### src/sv/mtnc_pkg.sv
`default_nettype none
// ----------------------------------------------------------------------------
// mtnc_pkg
// types, command codes, block codes and error codes of the markup tag
// nesting checker
// ----------------------------------------------------------------------------
package mtnc_pkg;

   typedef logic [5:0] cmd_type;
   typedef logic [7:0] char_type;
   typedef logic [3:0] err_type;
   typedef logic [3:0] blk_type;
   typedef logic [6:0] fmt_type;

   // tag event codes
   localparam cmd_type CMD_FRAME     = 6'd0;
   localparam cmd_type CMD_H1_OPEN   = 6'd1;
   localparam cmd_type CMD_H1_CLOSE  = 6'd2;
   localparam cmd_type CMD_H2_OPEN   = 6'd3;
   localparam cmd_type CMD_H2_CLOSE  = 6'd4;
   localparam cmd_type CMD_H3_OPEN   = 6'd5;
   localparam cmd_type CMD_H3_CLOSE  = 6'd6;
   localparam cmd_type CMD_H4_OPEN   = 6'd7;
   localparam cmd_type CMD_H4_CLOSE  = 6'd8;
   localparam cmd_type CMD_H5_OPEN   = 6'd9;
   localparam cmd_type CMD_H5_CLOSE  = 6'd10;
   localparam cmd_type CMD_P_OPEN    = 6'd11;
   localparam cmd_type CMD_P_CLOSE   = 6'd12;
   localparam cmd_type CMD_PRE_OPEN  = 6'd13;
   localparam cmd_type CMD_PRE_CLOSE = 6'd14;
   localparam cmd_type CMD_BR        = 6'd15;
   localparam cmd_type CMD_B_OPEN    = 6'd16;
   localparam cmd_type CMD_B_CLOSE   = 6'd17;
   localparam cmd_type CMD_I_OPEN    = 6'd18;
   localparam cmd_type CMD_I_CLOSE   = 6'd19;
   localparam cmd_type CMD_U_OPEN    = 6'd20;
   localparam cmd_type CMD_U_CLOSE   = 6'd21;
   localparam cmd_type CMD_SUB_OPEN  = 6'd22;
   localparam cmd_type CMD_SUB_CLOSE = 6'd23;
   localparam cmd_type CMD_SUP_OPEN  = 6'd24;
   localparam cmd_type CMD_SUP_CLOSE = 6'd25;
   localparam cmd_type CMD_SPAN_OPEN = 6'd26;
   localparam cmd_type CMD_SPAN_CLOSE= 6'd27;
   localparam cmd_type CMD_A_LINK    = 6'd28;
   localparam cmd_type CMD_A_NAME    = 6'd29;
   localparam cmd_type CMD_A_CLOSE   = 6'd30;
   localparam cmd_type CMD_OL_OPEN   = 6'd31;
   localparam cmd_type CMD_OL_CLOSE  = 6'd32;
   localparam cmd_type CMD_UL_OPEN   = 6'd33;
   localparam cmd_type CMD_UL_CLOSE  = 6'd34;
   localparam cmd_type CMD_LI_OPEN   = 6'd35;
   localparam cmd_type CMD_LI_CLOSE  = 6'd36;
   localparam cmd_type CMD_IMG       = 6'd37;
   localparam cmd_type CMD_COMPLETE  = 6'd38;

   // block codes
   localparam blk_type BLK_NONE = 4'd0;
   localparam blk_type BLK_P    = 4'd6;
   localparam blk_type BLK_PRE  = 4'd7;
   localparam blk_type BLK_OL   = 4'd8;
   localparam blk_type BLK_UL   = 4'd9;

   // error codes
   localparam err_type ERR_OK       = 4'd0;
   localparam err_type ERR_NOBLOCK  = 4'd1;
   localparam err_type ERR_MISMATCH = 4'd2;
   localparam err_type ERR_INBLOCK  = 4'd3;
   localparam err_type ERR_NOTLIST  = 4'd4;
   localparam err_type ERR_NOTITEM  = 4'd5;
   localparam err_type ERR_ITEMOPEN = 4'd6;
   localparam err_type ERR_HASFMT   = 4'd7;
   localparam err_type ERR_NOFMT    = 4'd8;
   localparam err_type ERR_BR       = 4'd9;

   localparam fmt_type FMT_A_MASK = 7'b100_0000;

   typedef struct packed {
      blk_type open_block;
      fmt_type format_flags;
      logic    anchor_name_open;
      logic    list_item_open;
      logic    frame_nonspace_seen;
   } state_type;

   typedef struct packed {
      logic    has_result;
      err_type error_code;
   } eval_type;

endpackage : mtnc_pkg
`default_nettype wire

### src/sv/mtnc_eval.sv
`default_nettype none
// ----------------------------------------------------------------------------
// mtnc_eval
// decodes one tag event against the nesting state: next state and error code
// ----------------------------------------------------------------------------
module mtnc_eval (
   input  wire  mtnc_pkg::state_type state_cur,
   input  wire  mtnc_pkg::cmd_type   cmd,
   input  wire  mtnc_pkg::char_type  text_char,
   input  wire                       last_char,
   output mtnc_pkg::state_type       state_nxt,
   output mtnc_pkg::eval_type        result
);
   import mtnc_pkg::*;

   logic    is_space;
   logic    seen;
   logic    in_list;
   logic    block_open;
   logic    fmt_active;
   cmd_type cmd_inc;
   cmd_type cmd_fmt;
   blk_type blk_sel;
   fmt_type fmt_mask;
   err_type close_err;

   always_comb begin
      is_space   = (text_char == 8'h20) || ((text_char >= 8'h09) && (text_char <= 8'h0d));
      seen       = state_cur.frame_nonspace_seen | ~is_space;
      in_list    = (state_cur.open_block == BLK_OL) || (state_cur.open_block == BLK_UL);
      block_open = (state_cur.open_block != BLK_NONE);
      fmt_active = |state_cur.format_flags;
      cmd_inc    = cmd + 6'd1;
      cmd_fmt    = cmd - 6'd16;
      fmt_mask   = 7'b000_0001 << cmd_fmt[3:1];

      // block selected by an open or close tag
      priority if (cmd <= CMD_H5_CLOSE) begin
         blk_sel = cmd_inc[4:1];
      end else if (cmd <= CMD_P_CLOSE) begin
         blk_sel = BLK_P;
      end else if (cmd <= CMD_PRE_CLOSE) begin
         blk_sel = BLK_PRE;
      end else if (cmd <= CMD_OL_CLOSE) begin
         blk_sel = BLK_OL;
      end else begin
         blk_sel = BLK_UL;
      end

      if (state_cur.open_block == blk_sel) begin
         close_err = fmt_active ? ERR_HASFMT : ERR_OK;
      end else if (block_open) begin
         close_err = ERR_MISMATCH;
      end else begin
         close_err = ERR_NOBLOCK;
      end
   end

   always_comb begin
      state_nxt         = state_cur;
      result.has_result = 1'b1;
      result.error_code = ERR_OK;

      unique case (cmd)
         CMD_FRAME: begin
            if (last_char) begin
               result.error_code = (!block_open && seen) ? ERR_NOBLOCK : ERR_OK;
               state_nxt.frame_nonspace_seen = 1'b0;
            end else begin
               result.has_result = 1'b0;
               state_nxt.frame_nonspace_seen = seen;
            end
         end
         CMD_H1_OPEN, CMD_H2_OPEN, CMD_H3_OPEN, CMD_H4_OPEN, CMD_H5_OPEN,
         CMD_P_OPEN, CMD_PRE_OPEN, CMD_OL_OPEN, CMD_UL_OPEN: begin
            if (block_open) begin
               result.error_code = ERR_INBLOCK;
            end else begin
               state_nxt.open_block = blk_sel;
            end
         end
         CMD_H1_CLOSE, CMD_H2_CLOSE, CMD_H3_CLOSE, CMD_H4_CLOSE, CMD_H5_CLOSE,
         CMD_P_CLOSE, CMD_PRE_CLOSE: begin
            result.error_code = close_err;
            if (state_cur.open_block == blk_sel) begin
               state_nxt.open_block = BLK_NONE;
            end
         end
         CMD_OL_CLOSE, CMD_UL_CLOSE: begin
            if (state_cur.list_item_open) begin
               result.error_code = ERR_ITEMOPEN;
            end else begin
               result.error_code = close_err;
               if (state_cur.open_block == blk_sel) begin
                  state_nxt.open_block = BLK_NONE;
               end
            end
         end
         CMD_BR: begin
            result.error_code = ERR_BR;
         end
         CMD_B_OPEN, CMD_I_OPEN, CMD_U_OPEN, CMD_SUB_OPEN, CMD_SUP_OPEN,
         CMD_SPAN_OPEN, CMD_A_LINK: begin
            if (!block_open) begin
               result.error_code = ERR_NOBLOCK;
            end else if (|(state_cur.format_flags & fmt_mask)) begin
               result.error_code = ERR_HASFMT;
            end else begin
               state_nxt.format_flags = state_cur.format_flags | fmt_mask;
            end
         end
         CMD_B_CLOSE, CMD_I_CLOSE, CMD_U_CLOSE, CMD_SUB_CLOSE, CMD_SUP_CLOSE,
         CMD_SPAN_CLOSE: begin
            if (!(|(state_cur.format_flags & fmt_mask))) begin
               result.error_code = ERR_NOFMT;
            end else begin
               state_nxt.format_flags = state_cur.format_flags & ~fmt_mask;
            end
         end
         CMD_A_NAME: begin
            if (block_open) begin
               result.error_code = ERR_INBLOCK;
            end else if (state_cur.anchor_name_open) begin
               result.error_code = ERR_HASFMT;
            end else begin
               state_nxt.anchor_name_open = 1'b1;
            end
         end
         CMD_A_CLOSE: begin
            if (block_open) begin
               if (!(|(state_cur.format_flags & FMT_A_MASK))) begin
                  result.error_code = ERR_NOFMT;
               end else begin
                  state_nxt.format_flags = state_cur.format_flags & ~FMT_A_MASK;
               end
            end else if (!state_cur.anchor_name_open) begin
               result.error_code = ERR_NOFMT;
            end else begin
               state_nxt.anchor_name_open = 1'b0;
            end
         end
         CMD_LI_OPEN: begin
            if (in_list && !state_cur.list_item_open) begin
               state_nxt.list_item_open = 1'b1;
            end else begin
               result.error_code = ERR_NOTLIST;
            end
         end
         CMD_LI_CLOSE: begin
            if (in_list && state_cur.list_item_open) begin
               state_nxt.list_item_open = 1'b0;
               result.error_code = fmt_active ? ERR_HASFMT : ERR_OK;
            end else begin
               result.error_code = ERR_NOTITEM;
            end
         end
         CMD_IMG, CMD_COMPLETE: begin
            result.error_code = block_open ? ERR_INBLOCK : ERR_OK;
         end
         default: begin
            result.has_result = 1'b0;
         end
      endcase
   end

endmodule : mtnc_eval
`default_nettype wire

### config.mk
export PLATFORM = sky130hd
export DESIGN_NAME = mtnc_eval
export DESIGN_NICKNAME = d
export VERILOG_FILES = /design/src/sv/mtnc_pkg.sv /design/src/sv/mtnc_eval.sv
export SDC_FILE = /design/constraint.sdc
export NUM_CORES = 1
export LEC_CHECK = 0
export BUFFER_PORTS_ARGS = -buffer_cell sky130_fd_sc_hd__buf_2
export CAP_MARGIN = 15
export CELL_PAD_IN_SITES_DETAIL_PLACEMENT = 1
export CELL_PAD_IN_SITES_GLOBAL_PLACEMENT = 1
export CORE_ASPECT_RATIO = 0.6
export CORE_MARGIN = 5
export CORE_UTILIZATION = 34
export DETAILED_ROUTE_END_ITERATION = 10
export GPL_TIMING_DRIVEN = 0
export PLACE_DENSITY_LB_ADDON = 0.1
export SLEW_MARGIN = 20
export SYNTH_ARGS = -nofsm -noshare
export SYNTH_HDL_FRONTEND = slang
export SYNTH_SLANG_ARGS = --single-unit
### constraint.sdc
create_clock -name vclk -period 2.6
set_input_delay 0 -clock vclk [all_inputs]
set_output_delay 0 -clock vclk [all_outputs]
set_load 0.05 [all_outputs]
==> results of run 1 <==
-- power by group through the flow --
stage / Clock [mW] / Combinational, mW / Sequential [mW]
3_5_place_dp: 0 / 0.289 / 0
4_1_cts: 0 / 0.295 / 0
5_1_grt: 0 / 0.327 / 0
2_1_floorplan: 0 / 0.196 / 0
3_3_place_gp: 0 / 0.280 / 0
6_report: 0 / 0.307 / 0
-- cells by family (layout without fill, tap and decap cells) --
| logic type | after synthesis | count (layout) | share of synthesized area |
|---|---|---|---|
| AO/OA/AOI/OAI | 65 | 65 | 0.405 |
| XOR/XNOR | 2 | 2 | 0.0155 |
| adder cells (fa/ha/maj) | 4 | 4 | 0.0443 |
| AND/OR/NAND/NOR | 80 | 80 | 0.409 |
| buffers and inverters | 15 | 64 | 0.0620 |
| multiplexers | 6 | 6 | 0.0642 |
-- stage by stage --
stage	utilization	setup slack, ps	cell area [sq um]	hold slack [ps]
6_report	0.466	121	1500	441
5_1_grt	0.466	0.575	1500	455
4_1_cts	0.452	7.80	1460	444
3_5_place_dp	0.444	-230	1430	441
3_3_place_gp	0.444	-213	1430	435
2_1_floorplan	-	-251	1130	326
-- layer usage --
metal  GRT usage  part of all wire
met3      0.0105             0.071
met2       0.356              0.43
met1       0.317              0.49
met4      0.0421            0.0064
met5           0                 0
-- cells in the final DEF (no fill, tap or decap), types with 2 or more instances in the layout --
master,n
a211oi_1,2
a21oi_1,7
and2_1,4
o21ai_0,18
buf_4,3
and3_1,2
o31ai_1,2
nand4_1,5
nor3b_1,2
mux2i_1,5
clkbuf_1,2
inv_1,6
buf_2,47
nand2_1,12
or4_1,5
nand3b_1,3
nand2b_1,5
or4b_1,2
nand3_1,4
nor2_1,15
a31oi_1,3
nor4_1,2
buf_6,3
ha_1,3
nor2b_1,3
or2_2,2
o2bb2ai_1,2
a21o_1,2
o211ai_1,5
o21a_1,2
nor3_1,6
a22o_1,5
o2111ai_1,2
-- worst max-delay path by stage --
stage,slack [ps],to,depth (start not counted)
3_3_place_gp,-210,state_nxt[12],12
3_5_place_dp,-230,state_nxt[12],12
6_report,120,state_nxt[12],11
4_1_cts,8,state_nxt[10],12
2_1_floorplan,-250,result[2],10
5_1_grt,0.6,state_nxt[12],11
-- synthesized netlist by cell type, types with 2 or more instances --
cell       number  area, sq um
nor2_1         15         56.3
a22o_1          5         43.8
nand3b_1        3         22.5
inv_1           7         26.3
or2_2           2         12.5
o2111ai_1       2         17.5
nand2b_1        5         31.3
o21a_1          2         15.0
o2bb2ai_1       2         17.5
nor3_1          7         35.0
nand4_1         5         31.3
nand3_1         4         20.0
nand2_1        12         45.0
and2_1          4         25.0
nor3b_1         2         15.0
a31oi_1         3         18.8
nor4_1          2         12.5
or4b_1          3         30.0
mux2i_1         5         50.1
a211oi_1        2         15.0
clkbuf_1        2         7.51
a21o_1          2         15.0
o211ai_1        5         37.5
a21oi_1         7         35.0
nor2b_1         3         18.8
o21ai_0        18         90.1
or4_1           5         37.5
ha_1            4         50.1
and3_1          2         12.5
buf_2           5         25.0
o31ai_1         3         22.5
-- critical path, delay by kind of cell --
kind	cells	cell delay, ps
AOI/OAI and AO/OA	4	870
adders and majority gates	1	160
and+or+nand+nor	2	810
buffers and inverters	4	630
-- timing repair --
item / CTS / global route
pin swaps: 1 / 3
buffers inserted: 0 / 1
gates resized for setup: 9 / 11
hold buffers: 0 / 0
endpoints found under the setup margin: 5 / 4
-- area by class of cell --
cell class	instances	area share
Multi-Input combinational cell	157	0.729
Timing Repair Buffer	49	0.174
Buffer	8	0.0400
Tap cell	45	0.0375
Inverter	7	0.0192
==> out/qor.yml, run 1 <==
status: "complete, no violations"
grt_pass1_vias: 1629
yosysWarnings: 0
io-pin-count: 48
fin_crit_sh: 0.953
total_power_mw: 0.307
vias_per_cell: 6.12
start_util: 0.351
routed_wirelength_um: 5130
seqPwrFrac: 0
layout_min_cycle_time_ps: 2480
path_cells: "buf_2 > inv_1 > ha_1 > buf_2 > and3b_1 > o311ai_4 > a2bb2oi_1 > o211ai_1 > or4_4 > a32o_2 > buf_6"
ir_drop_uv: 85.6
dp_hpwl_um: 4210
endpoint_kind: "output pin"
drc: 0
setup_viol: 0
drive_above_1_share: 0.317
internal-power_mw: 0.0982
nClkBuffers: 0
dp.cells: 265
min_path_cells: 3
max_slew.worst_pin.slew_ps: 1160
insertedDiodeCount: 0
power_density_nw_per_um2: 204
p_sw_mw: 0.208
core-area_sq_um: 3220
final_antenna_net_count: 0
critPathMaxFanout: 9
maxSlewViolCount: 0
fmax_mhz: 403
cp-start-kind: "input pin"
portBuffers: 48
fin_nets: 256
crit_top_cell: "buf_2"
antenna_found_initial: 0
p_leak_nw: 0.646
chipWidth_um: 84.4
grt_overflow: 0
seq_area_sq_um: 0
grt_pass1_wl_um: 8110
relSlewSlack: 0.221
synthToLayoutAreaGrowth_pct: 32.9
multi_input_comb_area_sq_um: 1090
hold_violations: 0
n_fill_cell: 453
fin_cells: 266
p_clk_frac: 0
seq_area_frac_synth: 0
rsz0062_at_grt: "false"
min_delay_worst_endpoint: "state_nxt[12]"
synth_area_sq_um: 1130
wl_per_cell_um: 19.3
hold_class: "in2out"
syn_inst: 172
cp_slowest_cell: "or4_4"
netSwitchingFraction: 0.680
rows: 16
syn-mean-instance-area_sq_um: 6.57
die_y_um: 54.7
max_cap_viol_count: 0
num_vias: 1629
syn_nets: 205
arrival_ps: 2480
grt_use_total: 0.216
ys_types: 55
tns_ps: 0
seq_cell_count: 0
grt_max_degree: 11
drtIter0Drc: 106
required_ps: 2600
worst_path_largest_cell_delay_ps: 560
critPathKind: "in2out"
dr.pass1.iters: 4
holdCritStartpoint: "state_cur[12]"
dieArea_sq_um: 4610
combPwrFrac: 1.000
place.gp.congestion: 0.896
critPathLaunch: "cmd[0]"
(Power assumes the default switching activity.)
==> run 2: changes to the inputs <==
--- a/config.mk
+++ b/config.mk
@@ -5,17 +5,17 @@
 export SDC_FILE = /design/constraint.sdc
 export NUM_CORES = 1
 export LEC_CHECK = 0
+export ABC_AREA = 1
 export BUFFER_PORTS_ARGS = -buffer_cell sky130_fd_sc_hd__buf_2
 export CAP_MARGIN = 15
 export CELL_PAD_IN_SITES_DETAIL_PLACEMENT = 1
 export CELL_PAD_IN_SITES_GLOBAL_PLACEMENT = 1
 export CORE_ASPECT_RATIO = 0.6
 export CORE_MARGIN = 5
-export CORE_UTILIZATION = 34
+export CORE_UTILIZATION = 32
 export DETAILED_ROUTE_END_ITERATION = 10
-export GPL_TIMING_DRIVEN = 0
 export PLACE_DENSITY_LB_ADDON = 0.1
-export SLEW_MARGIN = 20
+export SLEW_MARGIN = 40
 export SYNTH_ARGS = -nofsm -noshare
 export SYNTH_HDL_FRONTEND = slang
 export SYNTH_SLANG_ARGS = --single-unit
==> out/qor.yml, run 2 <==
max_cap_viol_count: 0  # unchanged
cp_slowest_cell: "nor3_2"
grt_use_total: 0.196  # -0.0201
seq_area_frac_synth: 0  # unchanged
ys_top_cells_by_count: "nand2_1 (58), inv_1 (36), nand3_1 (24), nor2_1 (24), o21ai_0 (14)"
synthToLayoutAreaGrowth_pct: 26.8
drive_above_1_share: 0.253  # -0.0641
syn_inst: 239  # +39%
setup_ws_ps: 601  # +480 ps
routed_wirelength_um: 5030  # -2.0%
die_y_um: 57.4  # +5.0%
max_slew.worst_pin.slew_ps: 572  # -587 ps
grt_max_degree: 15  # +4
dp_hpwl_um: 4370  # +3.7%
grt_pass1_wl_um: 8240  # +1.5%
synth_area_sq_um: 1200  # +6.1%
critPathKind: "in2out"
layout_commonest_cell: "nand2_1"
setup_viol: 0  # unchanged
path_cells: "buf_2 > inv_1 > ha_1 > nor2_1 > nor3_2 > inv_1 > nor3_1 > a21oi_1 > o221ai_1 > buf_2"
layout_min_cycle_time_ps: 2000  # -480 ps
required_ps: 2600  # about the same
grt_overflow: 0  # unchanged
relSlewSlack: 0.615  # +0.394
place_ws_ps: 634  # +865 ps
syn_nets: 272  # +33%
hold_class: "in2out"
seq_cell_count: 0  # unchanged
start_util: 0.330  # -0.0210
yosysWarnings: 0  # unchanged
hold_violations: 0  # unchanged
final_core_util: 0.418  # -0.0479
p_clk_frac: 0  # unchanged
arrival_ps: 2000  # -480 ps
core-area_sq_um: 3640  # +13%
grt_pass1_vias: 1678  # +3.0%
fin_cells: 336  # +26%
timing.hold.ws_ps: 425  # -16.8 ps
antenna_found_initial: 0  # unchanged
tns_ps: 0  # unchanged
p_leak_nw: 0.857  # +33%
dieArea_sq_um: 5110  # +11%
vias_per_cell: 5.46  # -11%
chipWidth_um: 89.0  # +5.4%
yosysMostFrequentCell: "nand2_1"
synth_top_area_frac: 0.182  # +0.102
nClkBuffers: 0  # unchanged
power_density_nw_per_um2: 223  # +9.4%
dr.pass1.iters: 4  # unchanged
placed_cell_area_sq_um: 1520  # +6.2%
ys_types: 32  # -42%
fin_crit_sh: 0.769  # -0.185
rsz0062_at_grt: "false"
place.gp.congestion: 0.910  # +1.5%
final_antenna_net_count: 0  # unchanged
cp-start-kind: "input pin"
insertedDiodeCount: 0  # unchanged
netSwitchingFraction: 0.739  # +0.0599
maxSlewViolCount: 0  # unchanged
seqPwrFrac: 0  # unchanged
synth_area_leaders: "nand2_1 (18%), inv_1 (11%), nand3_1 (10%)"
ir_drop_uv: 97.7  # +14%
combPwrFrac: 1.000  # about the same
cp_num_buf_inv: 4  # unchanged
critPathMaxFanout: 9  # unchanged
layout_common_cells: "nand2_1 (58), buf_2 (48), inv_1 (36), nor2_1 (24), nand3_1 (24)"
cts_resized: 0  # -9
io-pin-count: 48  # unchanged
postCtsHoldBufs: 0  # unchanged
num_vias: 1836  # +13%
drc: 0  # unchanged
status: "complete, no violations"
crit_family: "buffers and inverters"
worst_path_largest_cell_delay_ps: 450  # -110 ps
synth_top_area_cell: "nand2_1"
drtIter0Drc: 136  # +28%
portBuffers: 48  # unchanged
endpoint_kind: "output pin"
fin_nets: 324  # +27%
rows: 17  # +1
postCtsSetupBuffers: 0  # unchanged
dp.cells: 336  # +27%
design_area_sq_um: 1520  # +1.3%
seq_area_sq_um: 0  # unchanged
wl_per_cell_um: 15.0  # -22%
fmax_mhz: 500  # +24%
total_power_mw: 0.340  # +11%
internal-power_mw: 0.0885  # -9.9%
p_sw_mw: 0.251  # +21%
syn-mean-instance-area_sq_um: 5.02  # -24%
run 2: changes by cell type in the layout (fill, tap and decap cells not counted), moves of 5 or more:
cell and delta:
mux2i_1 -5, or4_1 -5, nand2_1 +46, nand2_2 +6, nand2b_1 -5, nor2_1 +9
inv_1 +30, a21oi_1 +6, nand3_1 +20, a22o_1 -5, inv_2 +5
run 2: cell type report:
| type | count | area [sq um] |
|---|---|---|
| inverter | 42 | 160 |
| timing repair buffer | 52 | 270 |
| tap | 47 | 58.8 |
| multi-input combinational | 195 | 1030 |
| fill | 574 | 2120 |
run 2: final timing paths:
check,startpoint,end,slack [ps],cells after the start
setup / recovery,cmd[1],state_nxt[5],600,10
hold / removal,state_cur[10],state_nxt[10],420,4
run 2: cells by family after synthesis:
family                   count (synthesis)  share of synthesized area
buffers and inverters                   44                      0.140
AND/OR/NAND/NOR                        139                      0.550
AO/OA/AOI/OAI                           50                      0.254
XOR/XNOR                                 2                     0.0146
adder cells (fa/ha/maj)                  4                     0.0418
run 2: tightest hold or removal path, cell delays in order:
cell and delay (ps):
buf_2 120, nand2_1 60, nand2_1 40, buf_2 200
run 2: power by group through the flow:
| stage | sequential, mW | clock [mW] | combinational (mW) |
|---|---|---|---|
| CTS | 0 | 0 | 0.339 |
| global route | 0 | 0 | 0.368 |
| detailed placement | 0 | 0 | 0.338 |
| finish | 0 | 0 | 0.340 |
| floorplan | 0 | 0 | 0.235 |
| global placement | 0 | 0 | 0.335 |
run 2: routing by layer:
layer	track usage	wire [um]	share of wire	up-vias
li1	-	-	-	920
met1	0.343	2700	0.54	858
met2	0.270	1950	0.39	58
met3	0.00433	379	0.075	0
met4	0.00212	0	0	0
met5	0	0	0	-
==> run 3: changes to the inputs <==
==> constraint.sdc (replaced) <==
create_clock -name vclk -period 1.9
set_input_delay 0 -clock vclk [all_inputs]
set_output_delay 0 -clock vclk [all_outputs]
set_load 0.05 [all_outputs]
==> out/qor.yml, run 3 (synthesis results as in run 2) <==
status: "complete, no violations"
layout_common_cells: "nand2_1 (58), buf_2 (41), inv_1 (34), nand3_1 (24), nor2_1 (22)"
drtIter0Drc: 147  # +8.1%
hold_violations: 0  # unchanged
cp_num_buf_inv: 4  # unchanged
setup_viol: 0  # unchanged
ir_drop_uv: 147  # +51%
rsz0062_at_grt: "false"
grt_overflow: 0  # unchanged
combPwrFrac: 1.000  # about the same
p_leak_nw: 0.899  # +5.0%
wl_per_cell_um: 14.8  # -1.3%
relSlewSlack: 0.709  # +0.0947
insertedDiodeCount: 0  # unchanged
path_cells: "buf_4 > inv_6 > ha_2 > inv_1 > nor2_1 > nand2_1 > nand2_1 > nand2_1 > nand3_2 > nand2_1 > nand2_1 > nand3_2 > nand2_2 > nand2_2 > nand2_1 > nand2_1 > buf_4"
p_sw_mw: 0.348  # +39%
dr.pass1.iters: 4  # unchanged
design_area_sq_um: 1640  # +7.6%
layout_min_cycle_time_ps: 1740
crit_top_cell: "nand2_1"
maxSlewViolCount: 0  # unchanged
core-area_sq_um: 3640  # unchanged
fin_crit_sh: 0.914
final_core_util: 0.450  # +0.0316
fin_nets: 332  # +2.5%
fmax_mhz: 576
critPathMaxFanout: 9  # unchanged
p_clk_frac: 0  # unchanged
cp.depth: 17  # +7
grt_pass1_vias: 1759  # +4.8%
seq_area_sq_um: 0  # unchanged
num_vias: 1818  # -0.98%
seqPwrFrac: 0  # unchanged
max_cap_viol_count: 0  # unchanged
vias_per_cell: 5.28  # -3.3%
chipWidth_um: 89.0  # unchanged
required_ps: 1900  # -700 ps
synthToLayoutAreaGrowth_pct: 36.4
critPathKind: "in2out"
placed_cell_area_sq_um: 1590  # +4.4%
min_path_cells: 4  # unchanged
seq_cell_count: 0  # unchanged
cp_slowest_cell: "ha_2"
cp-start-kind: "input pin"
drc: 0  # unchanged
start_util: 0.330  # unchanged
place.gp.congestion: 0.903  # -0.76%
hold_class: "in2out"
grt_pass1_wl_um: 8290  # +0.67%
postCtsSetupBuffers: 0  # unchanged
netSwitchingFraction: 0.711  # -0.0281
antenna_found_initial: 0  # unchanged
dp_hpwl_um: 4340  # -0.62%
endpoint_kind: "output pin"
crit_family: "simple AND/OR/NAND/NOR gates"
rows: 17  # unchanged
arrival_ps: 1740  # -260 ps
drive_above_1_share: 0.300  # +0.0471
power_density_nw_per_um2: 300  # +34%
timing.hold.ws_ps: 412  # -12.8 ps
internal-power_mw: 0.141  # +60%
io-pin-count: 48  # unchanged
final_antenna_net_count: 0  # unchanged
dieArea_sq_um: 5110  # unchanged
grt_use_total: 0.196  # unchanged
worst_path_largest_cell_delay_ps: 210  # -240 ps
nClkBuffers: 0  # unchanged
min_delay_worst_endpoint: "state_nxt[11]"
holdCritStartpoint: "state_cur[11]"
total_power_mw: 0.490  # +44%
die_y_um: 57.4  # unchanged
max_slew.worst_pin.slew_ps: 435  # -136 ps
dp.cells: 344  # +2.4%
fin_cells: 344  # +2.4%
layout_commonest_cell: "nand2_1"
grt_max_degree: 15  # unchanged
portBuffers: 48  # unchanged
routed_wirelength_um: 5080  # +1.1%
-- run 3: cell types whose count changed in the layout (fill, tap and decap cells not counted), sizes merged --
cell,change
clkbuf,+2
buf,+6
-- run 3: cell type report --
class | count | area [sq um]
fill | 557 | 2000
inverter | 42 | 165
multi-input combinational | 195 | 1060
tap | 47 | 58.8
timing repair buffer | 60 | 348
-- run 3: power by group through the flow --
stage	sequential [mW]	combinational (mW)	clock, mW
floorplan	0	0.323	0
finish	0	0.490	0
detailed placement	0	0.472	0
CTS	0	0.474	0
global route	0	0.530	0
global placement	0	0.470	0
-- run 3: repair_timing --
item	CTS	global route
resized for setup	1	21
hold buffers	0	0
endpoints found under the setup margin	5	7
-- run 3: through the flow --
step | setup TNS [ps] | worst slack [ps]
floorplan | 0 | 189
global placement | -33.3 | -14.2
detailed placement | -45.8 | -17.0
CTS | 0 | 56.6
global route | 0 | 2.13
finish | 0 | 164
-- run 3: how the worst max path moves through the flow --
stage / start / to / slack [ps]
after global placement: cmd[1] / state_nxt[10] / -10
after detailed placement: cmd[1] / result[2] / -20
after global routing: cmd[1] / state_nxt[10] / 2
after CTS: cmd[1] / result[2] / 60
final: cmd[1] / state_nxt[10] / 160
after floorplan: cmd[1] / result[3] / 190
-- run 3: layer usage --
metal  track usage  share of wire
met4             0              0
met1         0.329           0.53
met5             0              0
met3        0.0173          0.073
met2         0.278           0.40
